[src/hw/rtl/mlfq_ram.sv]
// Generic single-write, single-read synchronous RAM, registered read.
// No dependencies.
module mlfq_ram #(
	parameter int WIDTH = 8,
	parameter int DEPTH = 64
) (
	input  logic                     clk,
	input  logic                     we,
	input  logic [$clog2(DEPTH)-1:0] waddr,
	input  logic [WIDTH-1:0]         wdata,
	input  logic [$clog2(DEPTH)-1:0] raddr,
	output logic [WIDTH-1:0]         rdata
);

	logic [WIDTH-1:0] mem [DEPTH];

	always_ff @(posedge clk) begin
		if (we) begin
			mem[waddr] <= wdata;
		end
		rdata <= mem[raddr];
	end

endmodule

[config.mk]
export PLATFORM = sky130hd
export DESIGN_NAME = mlfq_ram
export DESIGN_NICKNAME = d
export VERILOG_FILES = /design/src/hw/rtl/mlfq_ram.sv
export SDC_FILE = /design/constraint.sdc
export NUM_CORES = 1
export LEC_CHECK = 0
export BUFFER_PORTS_ARGS = -buffer_cell sky130_fd_sc_hd__buf_2
export CAP_MARGIN = 20
export CELL_PAD_IN_SITES_DETAIL_PLACEMENT = 2
export CELL_PAD_IN_SITES_GLOBAL_PLACEMENT = 2
export CORE_MARGIN = 10
export CORE_UTILIZATION = 35
export DETAILED_ROUTE_END_ITERATION = 6
export PLACE_DENSITY_LB_ADDON = 0.1
export SKIP_LAST_GASP = 1
export SLEW_MARGIN = 20
export SYNTH_ARGS = -nofsm -noshare
export SYNTH_HDL_FRONTEND = slang
export SYNTH_SLANG_ARGS = --single-unit
export TNS_END_PERCENT = 20
[constraint.sdc]
create_clock -name clk -period 5.45 [get_ports clk]
set_input_delay 0.8175 -clock clk [delete_from_list [all_inputs] [get_ports clk]]
set_output_delay 0.8175 -clock clk [all_outputs]
set_load 0.01 [all_outputs]
Yosys cells after proc, flatten, opt, wreduce, memory -nomap -nowiden
Memories as Yosys holds them, arrays and structs flattened. A register that Yosys moved wholly into a read port is not among the register bits.
Cells that the tools add are included.
{"block": "classes", "muxes": 2}
{"op": "2-to-1 mux 1 bit", "n": 2}
{"block": "totals", "register_bits": 0, "mem_bits_rw": 512, "input_bits": 22, "wordCells": 3, "mem_count": 1}
{"memory": "mem", "depth": 64, "width": 8, "read_ports": 1, "rd_clocked_by_memory_dff": 1, "write_ports": 1, "line": "15", "source": "logic [WIDTH-1:0] mem [DEPTH];"}

Depth between registers and ports, before layout
Gate-level depths: netlist (run 1).
{"block": "depth", "ltp_word": 2, "mapped_depth": 9, "mapped_depth_nobuf": 5}

Least setup slack after synthesis (run 1)
No wires, ideal clock.
{"block": "synth_path", "path_kind": "input -> register", "startpoint": "input raddr[1]", "endpoint": "register rdata[3] (read register of mem)", "t_arrival_ps": 2357, "required_time_ps": 5322, "slack_ps": 2965, "stages": 7, "cell_sequence": "buf_4 > buf_2 > buf_2 > mux4_2 > mux4_2 > o21ai_1 > o41ai_1"}
{"element": "from (decl)", "line": "11", "source": "input logic [$clog2(DEPTH)-1:0] raddr,"}
{"element": "to (decl)", "line": "12", "source": "output logic [WIDTH-1:0] rdata"}

==> reports/results.ini, run 1 <==
[worst_setup_path]
r2r_end=rdata[6]
required_ns=5.91
crit_slowest_cell=nor3_1
worstPathCellList=buf_4 > buf_4 > mux4_2 > mux2_2 > o221a_2 > nor3_1 > o32ai_1
reg2reg_depth=5
start_kind=input port
crit_top_cell=buf_4
critical_path_arrival_ns=3.41
max_stage_delay_ns=0.50
crit_fanout=28
rrSetupSlack_ns=3.19
crit_type=input port to register
path_buf_inv=2
critPathCaptureType=register
reg2reg_from=mem[29][6]
crit_family=buffers and inverters

[timing]
hold_violations=0
worstMarginPinSlew_ns=1.124
skew_ns=0.02273
period_share_pct=54.05
holdWs_ns=0.7048
rsz0062_at_grt=no
finalSetupTns_ns=0
min_period_ns=2.946
setup_slack_ns=2.504
setup_viol=0
slew_violations=0
maxSlewHeadroom_pct=24.82
max_freq_mhz=339.5

[clocking]
numCtsBuffers=57
cts_resized=0
path_clk_slew_ns=0.06
cts_setup_buffers=0
clock_path_buffers=3
clock_sinks=520
cts_hold_buf=0
cts_tree=done
cts_max_level=2
cts-root-buf=clkbuf_16
insertion_delay_ns=0.62

[floorplanning]
dieArea_um2=67620
die_h_um=260.0
fp.dieW_um=260.0
io_pins=30
core_area_um2=56710
initial_core_util_pct=35.56
rows=87

[routing]
first_pass_iters=4
detail_route.wl_per_cell_um=30.35
drt_iter0_drc=807
final_antenna_net_count=0
drc=0
wl_mm=54.57
vias=9561
post_drt_via_cell_ratio=5.318

[placement]
port-buffer-count=29
dp_hpwl_mm=33.19
placed_area_um2=21150
pre_cts_ws_ns=1.774
routabilityCongestion=0.7234

[global_route]
grt_first_pass_wirelength_mm=80.05
antenna_found_initial=3
grt_max_degree=69
grt_usage_pct=16.38
overflow=0
grt_pass1_vias=10630

[logic_synthesis]
postSynthAreaPerCell_um2=21.45
synth_area_leader_cell=edfxtp_1
synth_edf_count=512
async_reset_ff_share_pct=0
ys_types=40
yosysWarnings=0
synth_flop_cell=edfxtp_1
syn_area_um2=20170
synth_xor_area_share_pct=0
yosys.area_share.simple_pct=3.388
synthMuxAreaShare_pct=15.94
synth_top_area_share_pct=76.24
synth_compound_area_share_pct=2.072
synth_top_family_by_area=multiplexers
synth_nets=962
postSynthCellCount=940
ys_top_cells_by_area=edfxtp_1 76%, mux4_2 14%, nor2_1 1.5%
yosysSeqAreaShare_pct=77.03
synth-adder-area-share_pct=0
synth_common_cells=512 x edfxtp_1, 126 x mux4_2, 83 x nor2_1
synth.most_common_cell=edfxtp_1
ys_seq_elements=520

[layout]
drive_above_1_share_pct=26.97
syn2layout_area_growth_pct=13.77
antenna_cells=0
final_area_um2=22940
nets=1020

[flow_run]
cap_violations=0

[hold_path]
holdPathEnd=rdata[4]
worst_hold_path_type=input port to register
min_from=raddr[5]
hold_depth=3

[pwr]
p_total_mw=8.623
peakVddDrop_uv=252.6
power.density_nw_per_um2=375.8
power_leakage_nw=7.074

[status]
status=completed

-- cell families after synthesis --
kind of cell	after synthesis
AND/OR/NAND/NOR	153
multiplexers	162
AO/OA/AOI/OAI	54
flip-flops	520
buffers and inverters	51
-- cells in the final DEF (no fill, tap or decap), drive strengths merged, types with 13 or more instances in the layout --
master,instances
edfxtp,512
nor2b,14
buf,50
nand3,13
nor2,83
mux2i,23
clkinv,24
clkbuf,72
nand2,19
mux2,13
mux4,126
-- registers in the layout (all words and copies together) (netlist names) --
name	flops
rdata	8
mem	512
-- report_power, final --
part / internal (mW) / leakage, nW / switching (mW)
Combinational: 0.152 / 1.51 / 0.274
Sequential: 4.43 / 4.67 / 0.0162
Clock: 2.16 / 0.891 / 1.59
Total: 6.74 / 7.07 / 1.88
-- per-layer routing --
layer	vias to the layer above	wire length [um]	GRT usage, %
li1	4055	-	-
met1	5215	25330	22.75
met2	198	25700	26.03
met3	89	2379	3.099
met4	4	1125	4.272
met5	-	26	0
-- area by class of cell --
type	count	area (um2)
fillers	5208	33770
multi-input cells	369	4333
well taps	756	945.9
clock buffers	72	1533
clock inverters	31	255.2
repair buffers	50	342.8
flip-flops and latches	520	15530
-- metrics by stage --
stage | cells | util [%]
floorplan | 940 | -
global placement | 1695 | 37.29
detailed placement | 1695 | 37.30
CTS | 1798 | 40.45
global route | 1798 | 40.46
finish | 1798 | 40.46
-- worst register-to-register path, stage by stage (launching register included) --
cell and delay [ns]:
edfxtp_1 0.36, mux4_2 0.51, mux2_2 0.31, o221a_2 0.27, nor3_1 0.50, o32ai_1 0.17
-- how the worst max path moves through the flow --
| stage | from | end | cells after the start |
|---|---|---|---|
| 4_1_cts | raddr[2] | rdata[6] | 7 |
| 5_1_grt | raddr[0] | rdata[6] | 8 |
| 6_report | raddr[2] | rdata[6] | 7 |
| 3_3_place_gp | raddr[2] | rdata[6] | 7 |
| 3_5_place_dp | raddr[2] | rdata[6] | 7 |
| 2_1_floorplan | raddr[1] | rdata[3] | 7 |
No activity file was read; power rests on OpenSTA's default activity.
==> inputs of run 2 (changes only) <==
clock period = 2.9 ns   (was 5.45 ns; I/O delays follow)
==> run 2 against run 1 <==
  * Hold slack worse by 0.61 ns
  * Via count up 2.7%
  * Die area unchanged
  * Non-clock buffer count up 98
  * Register-to-register slack worse by 2.4 ns
  * Flip-flop and latch count unchanged
  * Largest power group unchanged
  * Critical endpoint is now rdata[7]
  * Cell area up 3.0%
  * Count of clock-buffer cells in the layout up 6
  * Core utilization up 1.2 points
==> reports/results.ini, run 2 (same netlist as run 1, synthesis figures left out) <==
[floorplanning]
fp.dieW_um=260.0  ; unchanged
initial_core_util_pct=35.56  ; unchanged
io_pins=30  ; unchanged
die_h_um=260.0  ; unchanged
rows=87  ; unchanged
dieArea_um2=67620  ; unchanged
core_area_um2=56710  ; unchanged

[pwr]
peakVddDrop_uv=527.5  ; +110%
power.density_nw_per_um2=673.9  ; +79%
power_leakage_nw=7.528  ; +6.4%

[clocking]
insertion_delay_ns=0.61  ; about the same
clock_sinks=520  ; unchanged
cts-root-buf=clkbuf_16
cts_max_level=2  ; unchanged
cts_tree=done
numCtsBuffers=56  ; -1.8%
cts_setup_buffers=0  ; unchanged
clock_path_buffers=3  ; unchanged
path_clk_slew_ns=0.06  ; about the same
cts_hold_buf=0  ; unchanged
cts_resized=0  ; unchanged

[timing]
hold_violations=0  ; unchanged
maxSlewHeadroom_pct=33.51  ; +8.7 points
skew_ns=0.01917  ; -0.003563 ns
slew_violations=0  ; unchanged
period_share_pct=73.03
min_period_ns=2.118
setup_viol=0  ; unchanged
holdWs_ns=0.09253  ; -0.6122 ns
worstMarginPinSlew_ns=0.9973  ; -0.1262 ns
finalSetupTns_ns=0  ; unchanged
rsz0062_at_grt=no
max_freq_mhz=472.1

[placement]
port-buffer-count=29  ; unchanged
dp_hpwl_mm=35.69  ; +7.5%
routabilityCongestion=0.7259  ; +0.35%
placed_area_um2=21920  ; +3.7%

[layout]
nets=1117  ; +9.5%
largest_register=mem
mostFrequentLayoutCell=edfxtp_1
syn2layout_area_growth_pct=17.15
drive_above_1_share_pct=31.31  ; +4.3 points
final_area_um2=23630  ; +3.0%
layout_common_cells=512 x edfxtp_1, 126 x mux4_2, 115 x buf_4
antenna_cells=0  ; unchanged
largest_register_ffs=512  ; unchanged
top_regs=mem x512, rdata x8
fillers=5171  ; -0.71%

[global_route]
overflow=0  ; unchanged
grt_pass1_vias=11050  ; +4.0%
grt_usage_pct=16.54  ; +0.16 points
grt_first_pass_wirelength_mm=80.99  ; +1.2%
grt_max_degree=65  ; -5.8%
antenna_found_initial=0  ; -3

[routing]
vias=9823  ; +2.7%
final_antenna_net_count=0  ; unchanged
drt_iter0_drc=778  ; -3.6%
wl_mm=54.87  ; +0.55%
first_pass_iters=5  ; +1
detail_route.wl_per_cell_um=28.98  ; -4.5%
drc=0  ; unchanged
post_drt_via_cell_ratio=5.189  ; -2.4%

[status]
status=completed

[worst_setup_path]
required_ns=3.37  ; -2.54 ns
rrSetupSlack_ns=0.80  ; -2.39 ns
reg2reg_from=mem[29][4]
crit_fanout=35  ; +25%
critical_path_arrival_ns=2.59  ; -0.82 ns
worstSetupEndpoint=rdata[7]
critPathCaptureType=register
r2r_end=rdata[4]
start_kind=input port
cp-startpoint=raddr[0]
reg2reg_depth=5  ; unchanged
crit_type=input port to register

[flow_run]
cap_violations=0  ; unchanged

[hold_path]
worst_hold_path_type=input port to register

run 2: changes by cell type in the layout (fill, tap and decap cells not counted), sizes merged:
cell      before  now
bufinv         4    2
inv            2    1
clkinvlp       1    2
clkinv        24   17
clkbuf        72   78
buf           50  148
run 2: per-layer routing:
layer | vias to the layer above | wire length, um | GRT usage [%]
li1 | 4242 | - | -
met1 | 5394 | 25290 | 22.49
met2 | 133 | 27360 | 27.76
met3 | 54 | 1407 | 2.169
met4 | 0 | 802 | 3.866
met5 | - | 0 | 0
run 2: critical path, cell delays in order:
cell and delay (ns):
buf_8 0.38, buf_12 0.26, mux4_2 0.56, mux4_2 0.51, o21ai_0 0.31, nand2_1 0.08
run 2: through the flow:
step / utilization (%) / instances / setup WS [ns] / power, mW
after floorplan: - / 940 / 0.7973 / 8.940
after global placement: 38.66 / 1793 / 0.1291 / 9.367
after detailed placement: 38.66 / 1793 / 0.1160 / 9.385
after CTS: 41.66 / 1893 / 0.7595 / 16.14
after global routing: 41.66 / 1893 / 0.6193 / 16.49
final: 41.66 / 1893 / 0.7820 / 15.92
run 2: layout make-up:
class	instances	area [um2]	share of cell area (%)
sequential	520	15530	65.75
multi-input combinational	369	4315	18.27
clock buffer	78	1536	6.503
timing repair buffer	148	1129	4.777
tap	756	945.9	4.004
clock inverter	22	165.2	0.6990
run 2: worst min path at each step:
stage | start | endpoint | cells past startpoint
floorplan | wdata[0] | mem[0][0] | 0
global placement | wdata[1] | mem[8][1] | 1
detailed placement | wdata[1] | mem[8][1] | 1
CTS | wdata[1] | mem[8][1] | 1
global route | wdata[1] | mem[8][1] | 1
finish | wdata[1] | mem[8][1] | 1
run 2: where the power goes:
group	internal, mW	total, mW	leakage [nW]	switching (mW)
Sequential	8.32	8.35	4.67	0.0306
Combinational	0.325	0.849	2.04	0.524
Clock	3.85	6.72	0.816	2.87
==> inputs of run 3 (changes only) <==
clock period = 1.7 ns   (was 2.9 ns; I/O delays follow)
==> run 3 against run 2 <==
  * The flow now finishes with violations (setup timing)
  * Setup slack worse by 1.0 ns
  * Critical path depth unchanged
  * Register-to-register slack worse by 1.1 ns
  * Count of clock-buffer cells in the layout up 1
  * Largest power group unchanged
==> reports/results.ini, run 3 (same netlist as run 1, synthesis figures left out) <==
[routing]
post_drt_via_cell_ratio=5.164  ; -0.48%
vias=10140  ; +3.2%
wl_mm=55.67  ; +1.5%
final_antenna_net_count=0  ; unchanged
detail_route.wl_per_cell_um=28.36  ; -2.2%
first_pass_iters=5  ; unchanged
drt_iter0_drc=695  ; -11%
drc=0  ; unchanged

[worst_setup_path]
critical_path_arrival_ns=2.43  ; -0.16 ns
required_ns=2.18  ; -1.19 ns
crit_fanout=1  ; -97%
reg2reg_depth=6  ; +1
crit_type=register to register
crit_slowest_cell=mux4_2
cp_num_cells=6  ; unchanged
crit_family=multiplexers
critPathCaptureType=register
worstPathCellList=mux4_2 > mux2_4 > o221a_4 > nor3_2 > buf_4 > o32ai_1
max_stage_delay_ns=0.48  ; -0.08 ns
rrSetupSlack_ns=-0.25  ; -1.05 ns
path_buf_inv=1  ; -1
r2r_end=rdata[4]
cp-startpoint=mem[29][4]
start_kind=register
worstSetupEndpoint=rdata[4]
reg2reg_from=mem[29][4]

[timing]
finalSetupTns_ns=-1.156  ; -1.156 ns
worstMarginPinSlew_ns=0.8104  ; -0.1869 ns
setup_slack_ns=-0.2504  ; -1.032 ns
hold_violations=0  ; unchanged
slew_violations=0  ; unchanged
min_period_ns=1.950
skew_ns=0.008160  ; -0.01101 ns
rsz0062_at_grt=yes
maxSlewHeadroom_pct=45.97  ; +12 points
setup_viol=8  ; +8
max_freq_mhz=512.7
period_share_pct=114.7

[layout]
largest_register_ffs=512  ; unchanged
layout_common_cells=512 x edfxtp_1, 164 x buf_4, 126 x mux4_2
largest_register=mem
drive_above_1_share_pct=35.87  ; +4.6 points
top_regs=mem x512, rdata x8
antenna_cells=0  ; unchanged
nets=1181  ; +5.7%
fillers=5225  ; +1.0%
mostFrequentLayoutCell=edfxtp_1
stdcell_count=1963  ; +3.7%
syn2layout_area_growth_pct=21.12

[status]
violations=setup timing
status=complete, but fails checks

[hold_path]
hold_depth=1  ; unchanged
worst_hold_path_type=input port to register

[clocking]
clock_path_buffers=3  ; unchanged
cts-root-buf=clkbuf_16
path_clk_slew_ns=0.06  ; about the same
numCtsBuffers=58  ; +3.6%
insertion_delay_ns=0.61  ; about the same
cts_setup_buffers=0  ; unchanged
clock_sinks=520  ; unchanged
cts_max_level=2  ; unchanged
cts_tree=done

[placement]
routabilityCongestion=0.7478  ; +3.0%
port-buffer-count=29  ; unchanged
dp_hpwl_mm=36.83  ; +3.2%
dp.cells=1854  ; +3.4%

[global_route]
antenna_found_initial=0  ; unchanged
grt_usage_pct=16.83  ; +0.29 points
grt_pass1_vias=11340  ; +2.6%
grt_first_pass_wirelength_mm=82.18  ; +1.5%
overflow=0  ; unchanged
grt_max_degree=65  ; unchanged

[floorplanning]
dieArea_um2=67620  ; unchanged
fp.dieW_um=260.0  ; unchanged
die_h_um=260.0  ; unchanged
io_pins=30  ; unchanged
core_area_um2=56710  ; unchanged
initial_core_util_pct=35.56  ; unchanged
rows=87  ; unchanged

[pwr]
power_leakage_nw=7.988  ; +6.1%
peakVddDrop_uv=923.3  ; +75%
power.density_nw_per_um2=1151  ; +71%

[flow_run]
cap_violations=0  ; unchanged

## run 3: cell count changes in the layout (fill, tap and decap cells not counted), moves of 3 or more
cell	previous run	this run
buf_12	6	17
buf_4	115	164
clkinv_1	14	11
bufinv_16	2	5
clkinv_2	2	11
## run 3: worst reg2reg max path: stages (launching register included)
cell	delay, ns
edfxtp_1	0.37
mux4_2	0.48
mux2_4	0.29
o221a_4	0.29
nor3_2	0.16
buf_4	0.15
o32ai_1	0.09
## run 3: worst min path at each step
stage / slack [ns] / start / to
after floorplan: 0.35 / wdata[0] / mem[0][0]
after global placement: 0.64 / raddr[5] / rdata[5]
after detailed placement: 0.65 / raddr[5] / rdata[5]
after CTS: 0.14 / wdata[7] / mem[54][7]
after global routing: 0.17 / wdata[7] / mem[53][7]
final: 0.16 / wdata[7] / mem[56][7]
## run 3: power by group
part	leakage [nW]	internal (mW)	total (mW)	switching (mW)
combinational	2.41	0.688	1.61	0.927
clock	0.904	7.23	12.3	5.05
sequential	4.67	14.2	14.2	0.0471
total	7.99	22.1	28.1	6.02
## run 3: routing by layer
metal	vias to the layer above	wire, um	global-route usage (%)
met4	0	934	3.541
met1	5511	25350	23.07
met3	62	2091	2.857
met5	-	0	0
met2	190	27290	27.73
li1	4374	-	-
## run 3: final cells by class
| class | instances | area, um2 | share of cell area (%) |
|---|---|---|---|
| flip-flops and latches | 520 | 15530 | 63.60 |
| well taps | 756 | 945.9 | 3.873 |
| repair buffers | 210 | 1738 | 7.115 |
| clock buffers | 79 | 1582 | 6.475 |
| multi-input cells | 369 | 4363 | 17.86 |
| clock inverters | 29 | 262.8 | 1.076 |
## run 3: repair_timing
| item | CTS | global route |
|---|---|---|
| pin swaps | 2 | 0 |
| resized for setup | 7 | 2 |
| setup endpoints to repair | 8 | 8 |
| endpoints found under the hold margin | 1 | 0 |
| hold buffers | 1 | 0 |
## run 3: per-stage QoR
step / worst slack (ns) / util, % / total power [mW] / hold WS, ns / cell area, um2
2_1_floorplan: -0.1035 / - / 15.26 / 0.3539 / 20200
3_3_place_gp: -0.7890 / 39.71 / 16.12 / 0.6426 / 22520
3_5_place_dp: -0.7573 / 39.71 / 16.15 / 0.6482 / 22520
4_1_cts: -0.2822 / 43.05 / 28.51 / 0.1387 / 24420
5_1_grt: -0.3280 / 43.07 / 29.11 / 0.1659 / 24430
6_report: -0.2504 / 43.07 / 28.13 / 0.1567 / 24430
